--- config.mk ---
export PLATFORM = sky130hd
export DESIGN_NAME = fixed_pool_slot_allocator_unit
export DESIGN_NICKNAME = d
export VERILOG_FILES = /design/src/rtl/fpsa_pkg.sv /design/src/rtl/fpsa_first_free.sv /design/src/rtl/fixed_pool_slot_allocator_unit.sv
export SDC_FILE = /design/constraint.sdc
export NUM_CORES = 1
export LEC_CHECK = 0
export BUFFER_PORTS_ARGS = -buffer_cell sky130_fd_sc_hd__buf_4
export CORE_MARGIN = 1.5
export CORE_UTILIZATION = 50
export DETAILED_ROUTE_END_ITERATION = 6
export PLACE_DENSITY = 0.67
export SLEW_MARGIN = 30
export SYNTH_ARGS = -nofsm -noshare
export SYNTH_HDL_FRONTEND = slang
export SYNTH_HIERARCHICAL = 1
export SYNTH_SLANG_ARGS = --single-unit
--- constraint.sdc ---
create_clock -name clk -period 11.2 [get_ports clk]
set_input_delay 0 -clock clk [delete_from_list [all_inputs] [get_ports clk]]
set_output_delay 0 -clock clk [all_outputs]
set_load 0.05 [all_outputs]
--- src/rtl/fpsa_pkg.sv ---
// ----------------------------------------------------------------------------
// fpsa_pkg
// Types and constants shared by the fixed pool slot allocator.
// ----------------------------------------------------------------------------
package fpsa_pkg;

	localparam int SLOTS_DEF = 64;

	localparam logic OP_ALLOC = 1'b0;
	localparam logic OP_FREE  = 1'b1;

	typedef struct packed {
		logic       opcode;
		logic [5:0] slot;
	} req_t;

	typedef struct packed {
		logic       ok;
		logic [5:0] granted_slot;
		logic [6:0] live_count;
		logic [6:0] high_water;
	} rsp_t;

endpackage

--- src/rtl/fpsa_first_free.sv ---
// ----------------------------------------------------------------------------
// fpsa_first_free
// Finds the lowest-numbered clear bit of the busy map.
// ----------------------------------------------------------------------------
module fpsa_first_free #(
	parameter int SLOTS = fpsa_pkg::SLOTS_DEF,
	localparam int IW = $clog2(SLOTS)
) (
	input  logic [SLOTS-1:0] busy_map,
	output logic             any_free,
	output logic [IW-1:0]    idx
);
	import fpsa_pkg::*;

	logic [SLOTS-1:0] lowest;

	// isolate lowest zero bit as a one-hot vector
	assign lowest   = ~busy_map & (busy_map + SLOTS'(1));
	assign any_free = |lowest;

	always_comb begin
		idx = '0;
		for (int i = 0; i < SLOTS; i++) begin
			if (lowest[i]) begin
				idx = idx | IW'(i);
			end
		end
	end

endmodule

--- src/rtl/fixed_pool_slot_allocator_unit.sv ---
// ----------------------------------------------------------------------------
// fixed_pool_slot_allocator_unit
// Bitmap first-fit slot allocator: allocate grants the lowest free slot,
// free releases a named slot; live count and high-water mark are tracked.
// ----------------------------------------------------------------------------
// The request is registered in valid_s1/req_s1, and its response is then
// registered in rsp_q when the response register is empty or being taken.
// One request per cycle unless rsp_ready stalls; map and counts update at
// the response register's edge, so the next request sees them at once.
// Reset: asynchronous, clears the busy map, both counts and all valid flags.
module fixed_pool_slot_allocator_unit #(
	parameter int SLOTS = fpsa_pkg::SLOTS_DEF
) (
	input  logic          clk,
	input  logic          arst_n,
	input  logic          req_valid,
	output logic          req_ready,
	input  fpsa_pkg::req_t req,
	output logic          rsp_valid,
	input  logic          rsp_ready,
	output fpsa_pkg::rsp_t rsp
);
	import fpsa_pkg::*;

	localparam int IW = $clog2(SLOTS);
	localparam int CW = $clog2(SLOTS + 1);

	logic             valid_s1;
	req_t             req_s1;
	logic [SLOTS-1:0] map_q;
	logic [CW-1:0]    cnt_q;
	logic [CW-1:0]    peak_q;
	logic             rsp_valid_q;
	rsp_t             rsp_q;

	logic             advance;
	logic             any_free;
	logic [IW-1:0]    free_idx;
	logic             slot_busy;
	logic             ok;
	logic [SLOTS-1:0] map_d;
	logic [CW-1:0]    cnt_d;
	logic [CW-1:0]    peak_d;
	logic [5:0]       grant;

	fpsa_first_free #(.SLOTS(SLOTS)) u_first_free (
		.busy_map (map_q),
		.any_free (any_free),
		.idx      (free_idx)
	);

	assign advance   = valid_s1 && (!rsp_valid_q || rsp_ready);
	assign req_ready = !valid_s1 || advance;
	assign slot_busy = (32'(req_s1.slot) < SLOTS) && map_q[IW'(req_s1.slot)];

	always_comb begin
		map_d  = map_q;
		cnt_d  = cnt_q;
		peak_d = peak_q;
		ok     = 1'b0;
		grant  = '0;
		unique case (req_s1.opcode)
			OP_ALLOC: begin
				if (any_free) begin
					map_d[free_idx] = 1'b1;
					cnt_d = cnt_q + CW'(1);
					ok    = 1'b1;
					grant = 6'(free_idx);
					if (cnt_d > peak_q) begin
						peak_d = cnt_d;
					end
				end
			end
			OP_FREE: begin
				if (slot_busy) begin
					map_d[IW'(req_s1.slot)] = 1'b0;
					cnt_d = cnt_q - CW'(1);
					ok    = 1'b1;
				end
			end
			default: ;
		endcase
	end

	always_ff @(posedge clk or negedge arst_n) begin
		if (!arst_n) begin
			valid_s1    <= 1'b0;
			rsp_valid_q <= 1'b0;
			map_q       <= '0;
			cnt_q       <= '0;
			peak_q      <= '0;
		end else begin
			if (req_ready) begin
				valid_s1 <= req_valid;
			end
			if (advance) begin
				rsp_valid_q <= 1'b1;
				map_q       <= map_d;
				cnt_q       <= cnt_d;
				peak_q      <= peak_d;
			end else if (rsp_ready) begin
				rsp_valid_q <= 1'b0;
			end
		end
	end

	always_ff @(posedge clk) begin
		if (req_ready && req_valid) begin
			req_s1 <= req;
		end
		if (advance) begin
			rsp_q.ok           <= ok;
			rsp_q.granted_slot <= grant;
			rsp_q.live_count   <= 7'(cnt_d);
			rsp_q.high_water   <= 7'(peak_d);
		end
	end

	assign rsp_valid = rsp_valid_q;
	assign rsp       = rsp_q;

`ifndef NO_ASSERTIONS
	a_count_matches_map: assert property (@(posedge clk) disable iff (!arst_n)
		32'(cnt_q) == $countones(map_q))
		else $error("live count differs from busy map population");

	a_peak_bounds: assert property (@(posedge clk) disable iff (!arst_n)
		peak_q >= cnt_q && 32'(peak_q) <= SLOTS)
		else $error("high-water mark out of bounds");

	a_fail_no_grant: assert property (@(posedge clk) disable iff (!arst_n)
		rsp_valid_q && !rsp_q.ok |-> rsp_q.granted_slot == 6'd0)
		else $error("failed request carries a granted slot");

	a_hold_state: assert property (@(posedge clk) disable iff (!arst_n)
		!advance |=> $stable(map_q) && $stable(cnt_q) && $stable(peak_q))
		else $error("state changed without a request");
`endif

endmodule

Word level (Yosys, flattened, before mapping). Cells that the tools add are included.

Register bits after elaboration: 108. Input port bits: 11. Output and inout bits: 23. Word-level logic and storage cells: 133.

Add/subtract/negate cells: 3. Order comparisons: 5. Equal/unequal tests: 2. Muxes and demuxes: 95. Bitwise logic cells: 6. Reductions and logical operators: 11.

Operators with widths (count): $mux W64 (4); $mux W6 (34); $and A64 B64 Y64 (2); $not A64 Y64 (2); $pmux W64 S2 (1); $mux W5 (16); $mux W7 (10); $add A64 B1 Y64 const B (1); $or A64 B64 Y64 (1); $reduce_or A64 Y1 (1); $mux W4 (8); $lt A6 B7 Y1 const B (2); $pmux W7 S2 (1); $demux W1 S6 (2); $ge A6 B1 Y1 const B (2); $mux W3 (4); $mux W1 (11); $add A7 B1 Y7 const B (1); $gt A7 B7 Y1 (1); $sub A7 B1 Y7 const B (1); $bmux W1 S6 (1); $logic_and A1 B1 Y1 (4); $mux W2 (2); $ne A3 B3 Y1 const B (1); 7 further kinds (9).

Depth between registers and ports, before layout.
Depth in word-level cells: 73. Gate-level depth with buffers: 16. Mapped depth without buffers: 13.

Hierarchy. The synthesis kept the hierarchy.

By module, submodules not included: fixed_pool_slot_allocator_unit (instances 1, cells each 567, area an instance 5813.1 µm², sequential area each 2842.7 µm²); fpsa_first_free (instances 1, cells each 243, area an instance 1516.5 µm², sequential area each 0.0 µm²).

Worst setup path before layout. No wires, ideal clock.

Kind: reg-to-reg. Start: reg map_q[1]. End: reg rsp_q, in the netlist rsp[2] (data pin). Setup time: 0.260 ns. Data arrival time: 3.352 ns. Data required time: 10.940 ns. Slack: 7.588 ns. Cell stages (with the launch flop): 14. Path buffers: 2. Clock period less this slack: 3.612 ns. Cell sequence: dfrtp_1 > nand4_4 > nor4_4 > nand2_4 > or4_4 > a21oi_4 > nand4bb_1 > or4_1 > nand2b_1 > clkbuf_1 > a21oi_1 > o21a_1 > clkbuf_1 > mux2_2.

Cells in the longest elaborated chain, start to end: 6. Elaborated cells between the ends (all ways): 7. Those cells by class: add/sub: 1; mux: 3; bitwise: 2; reduce/logical: 1.

Ends and longest elaborated chain: from (decl) (RTL line fixed_pool_slot_allocator_unit.sv:30) `logic [SLOTS-1:0] map_q;`; from (signal assigned) (RTL line fixed_pool_slot_allocator_unit.sv:98) `map_q <= map_d;`; $add A64 B1 Y64 or $not A64 Y64 (tied branches) (RTL line fpsa_first_free.sv:18) `assign lowest = ~busy_map & (busy_map + SLOTS'(1));`; $and A64 B64 Y64 * (RTL line fpsa_first_free.sv:18); $reduce_or A64 Y1 * (RTL line fpsa_first_free.sv:19) `assign any_free = |lowest;`; net any_free (RTL line fixed_pool_slot_allocator_unit.sv:37) `logic any_free;`; $mux W7 * (RTL line fixed_pool_slot_allocator_unit.sv:64) `if (any_free) begin`; $mux W7 * (2 in series) (RTL line fixed_pool_slot_allocator_unit.sv:62) `unique case (req_s1.opcode)`; net peak_d[2] (RTL line fixed_pool_slot_allocator_unit.sv:43) `logic [CW-1:0] peak_d;`; to (decl) (RTL line fixed_pool_slot_allocator_unit.sv:34) `rsp_t rsp_q;`.

Mark *: on every way through the listed nets, which the timed path passes. The rest lies on a longest branch. The select of a mux whose other input is x is not followed. A chain may end at the register's enable or synchronous reset.

Worst setup path after layout.
Start: reg map_q[8]. End: reg map_q[45].

Elaborated cells between the ends (all ways): 74. Those cells by class: add/sub: 1; order compare: 2; eq/ne: 2; mux: 63; bitwise: 3; reduce/logical: 3.

RTL lines (RTL line): $add A64 B1 Y64 or $not A64 Y64 (tied branches) (fpsa_first_free.sv:18); $and A64 B64 Y64 * (fpsa_first_free.sv:18); $reduce_or A64 Y1 * (fpsa_first_free.sv:19); net any_free (fixed_pool_slot_allocator_unit.sv:37); $ne A3 B3 Y1 (no source line) *; $reduce_and A3 Y1 (no source line) *.

Marks and branches as above.

==> flow_summary.json <==
{
  "outcome": "completed",
  "post-route-min-period_ps": 5320,
  "ir_drop_uv": 104,
  "synth_top_area_cell": "dfrtp_1",
  "yosys_warnings": 6,
  "synthMuxAreaShare_pct": 6.86,
  "ios": 34,
  "nFillCells": 1321,
  "synth-compound-area-share_pct": 20.4,
  "cp-start-kind": "register",
  "rows": 44,
  "wl_mm": 26.0,
  "grt_pass1_wl_mm": 39.2,
  "async_flop_share_pct": 74.1,
  "die_area_um2": 15400,
  "period_share_pct": 47.5,
  "clkTransAtPathRegs_ps": 80,
  "synthXorXnorAreaFrac_pct": 1.79,
  "synth_nets": 830,
  "power_density_nw_per_um2": 190,
  "worstMarginPinSlew_ps": 1080,
  "regToRegSetupSlack_ps": 5880,
  "yosys.area_share.simple_pct": 24.7,
  "cap_violations": 0,
  "synth_area_leaders": "dfrtp_1, edfxtp_1, a21oi_1",
  "drc": 0,
  "hpwl_mm": 18.7,
  "core_area_um2": 14400,
  "hold_viol_final": 0,
  "start_util_pct": 50.8,
  "cts.path.max_buffers": 2,
  "io_buffers": 33,
  "ys_types": 91,
  "nets": 845,
  "synthesis.area_um2": 7330,
  "synth_edf_count": 28,
  "fmax_ghz": 0.188,
  "vias": 7013,
  "p_leak_uw": 0.00324,
  "synth_area_per_cell_um2": 9.05,
  "drv_slew": 0,
  "synth_cells": 810,
  "grt_pass1_vias": 6645,
  "antenna_found_initial": 0,
  "rsz0062_at_grt": "no",
  "fp.dieH_um": 124,
  "firstDrtPassIters": 6,
  "drive_above_1_share_pct": 14.5,
  "critical_path_class": "register to register",
  "hold_class": "primary input to async pin",
  "worstPathArrival_ps": 5620,
  "finClkSkew_ps": 11.4,
  "synthTopCellsByCount": "dfrtp_1, a21oi_1, nand2_1",
  "synthAdderAreaFrac_pct": 1.54,
  "grt_use_total_pct": 34.9,
  "max_slew_margin_pct": 27.4,
  "post-route-util_pct": 56.1,
  "area_growth_pct": 10.4,
  "first_iter_violations": 863,
  "root_buffer": "clkbuf_16",
  "synth_top_family_by_area": "simple AND/OR/NAND/NOR gates",
  "grt_max_degree": 76,
  "ys.flop_type": "dfrtp_1",
  "synth-seq-cells": 108,
  "endpoint_kind": "register",
  "via_per_inst": 6.91,
  "setup_viol": 0,
  "cts_made_buffers": 9,
  "gp_congestion": 1.02,
  "cts_tree": "done",
  "synth.most_common_cell": "dfrtp_1",
  "cts-htree-levels": 3,
  "cp.required_ps": 11490,
  "fp.dieW_um": 124,
  "tns_ps": 0,
  "detail-route-antenna-nets": 0,
  "grt_overflow": 0,
  "cp_max_fo": 12,
  "post_cts_buffers": 0,
  "avgRoutedWirePerCell_um": 25.6,
  "clock_latency_ps": 360,
  "synth-seq-area-share_pct": 38.8,
  "yosys.area.top_type_share_pct": 27.3,
  "cts_sinks": 108
}
## per-layer routing
layer,up-vias,track usage (%),share of wire [%]
met5,-,0,0
met4,0,15.3,4.6
met3,103,9.48,11
met2,453,52.3,44
met1,3395,47.3,41
li1,3062,-,-
## worst paths after layout
path                           from        end  cells after the start
min in group clk             req[1]  req_s1[1]                      2
min                          arst_n  map_q[32]                      3
min reg2reg                valid_s1  rsp_valid                      1
max                        map_q[8]  map_q[45]                     12
max reg2reg                map_q[8]  map_q[45]                     12
max in group asynchronous    arst_n   map_q[2]                      3
## kinds of logic (layout without fill, tap and decap cells)
logic type                 Yosys count  in the layout
AOI/OAI and AO/OA                  223            223
xor gates and xnor gates            15             15
adders and majority gates            9              9
buffers and inverters               96            116
DFF                                108            108
muxes                               39             39
other                                0              1
and+or+nand+nor                    320            320
## per-stage QoR
stage | hold slack [ps] | instance area, um^2 | total power [uW] | setup slack, ps | cells
after global routing | 366 | 8090 | 1600 | 5810 | 1014
final | 303 | 8090 | 1530 | 5880 | 1015
after floorplan | -296 | 7330 | 962 | 7590 | 810
after CTS | 344 | 8070 | 1520 | 6190 | 1014
after global placement | -193 | 7620 | 1150 | 6230 | 986
after detailed placement | -186 | 7640 | 1170 | 6190 | 986
## placed cells by master, fill, tap and decap left out, types with 8 or more instances in the layout
cell type / count
nor3_1: 25
nand2b_1: 12
a31oi_1: 11
mux2_2: 10
nor2b_1: 10
inv_1: 49
nor4_1: 9
mux2i_1: 21
and2_1: 11
o21ai_0: 25
a22oi_1: 15
nor2_1: 52
a32oi_1: 12
nand2_1: 58
xnor2_1: 12
ha_1: 9
nand3_1: 52
edfxtp_1: 28
mux4_2: 8
nand4_1: 21
clkbuf_16: 10
a21oi_1: 77
dfrtp_1: 80
dlygate4sd3_1: 12
buf_4: 37
o22ai_1: 8
## report_power, final
group          switching, uW  internal, uW  leakage, uW
Combinational            438           216      0.00190
Sequential              65.4           472      0.00118
Clock                    149           194     0.000155
## final cells by class
| cell class | instances | area (um^2) | share of cell area [%] |
|---|---|---|---|
| clock inverter | 3 | 43.8 | 0.541 |
| clock buffer | 13 | 272 | 3.35 |
| tap | 184 | 230 | 2.84 |
| timing repair buffer | 50 | 409 | 5.05 |
| sequential | 108 | 2840 | 35.1 |
| antenna | 1 | 2.50 | 0.0309 |
| multi-input combinational | 606 | 4110 | 50.7 |
| inverter | 50 | 188 | 2.32 |
## repair_timing
item,in CTS,in global routing
gates resized for setup,0,0
setup endpoints to repair,0,0
endpoints found under the hold margin,89,0
hold buffers,12,0
## worst max-delay path, cell delays in order (launching register included)
cell and delay [ps]:
dfrtp_1 470, nand4_2 300, nor4_4 830, nand3_2 390, o32ai_1 550, a311oi_1 170, nand2_1 140, or4_1 190
nor2b_1 690, nand2_1 410, nor3_1 740, a21oi_1 200, a21oi_2 150
## flip-flops by register name, indices dropped and copies added (netlist names)
register   cells
valid_s1       1
rsp           21
cnt_q          7
rsp_valid      1
peak_q         7
req_s1         7
map_q         64
Power figures use the tool's default switching activity.
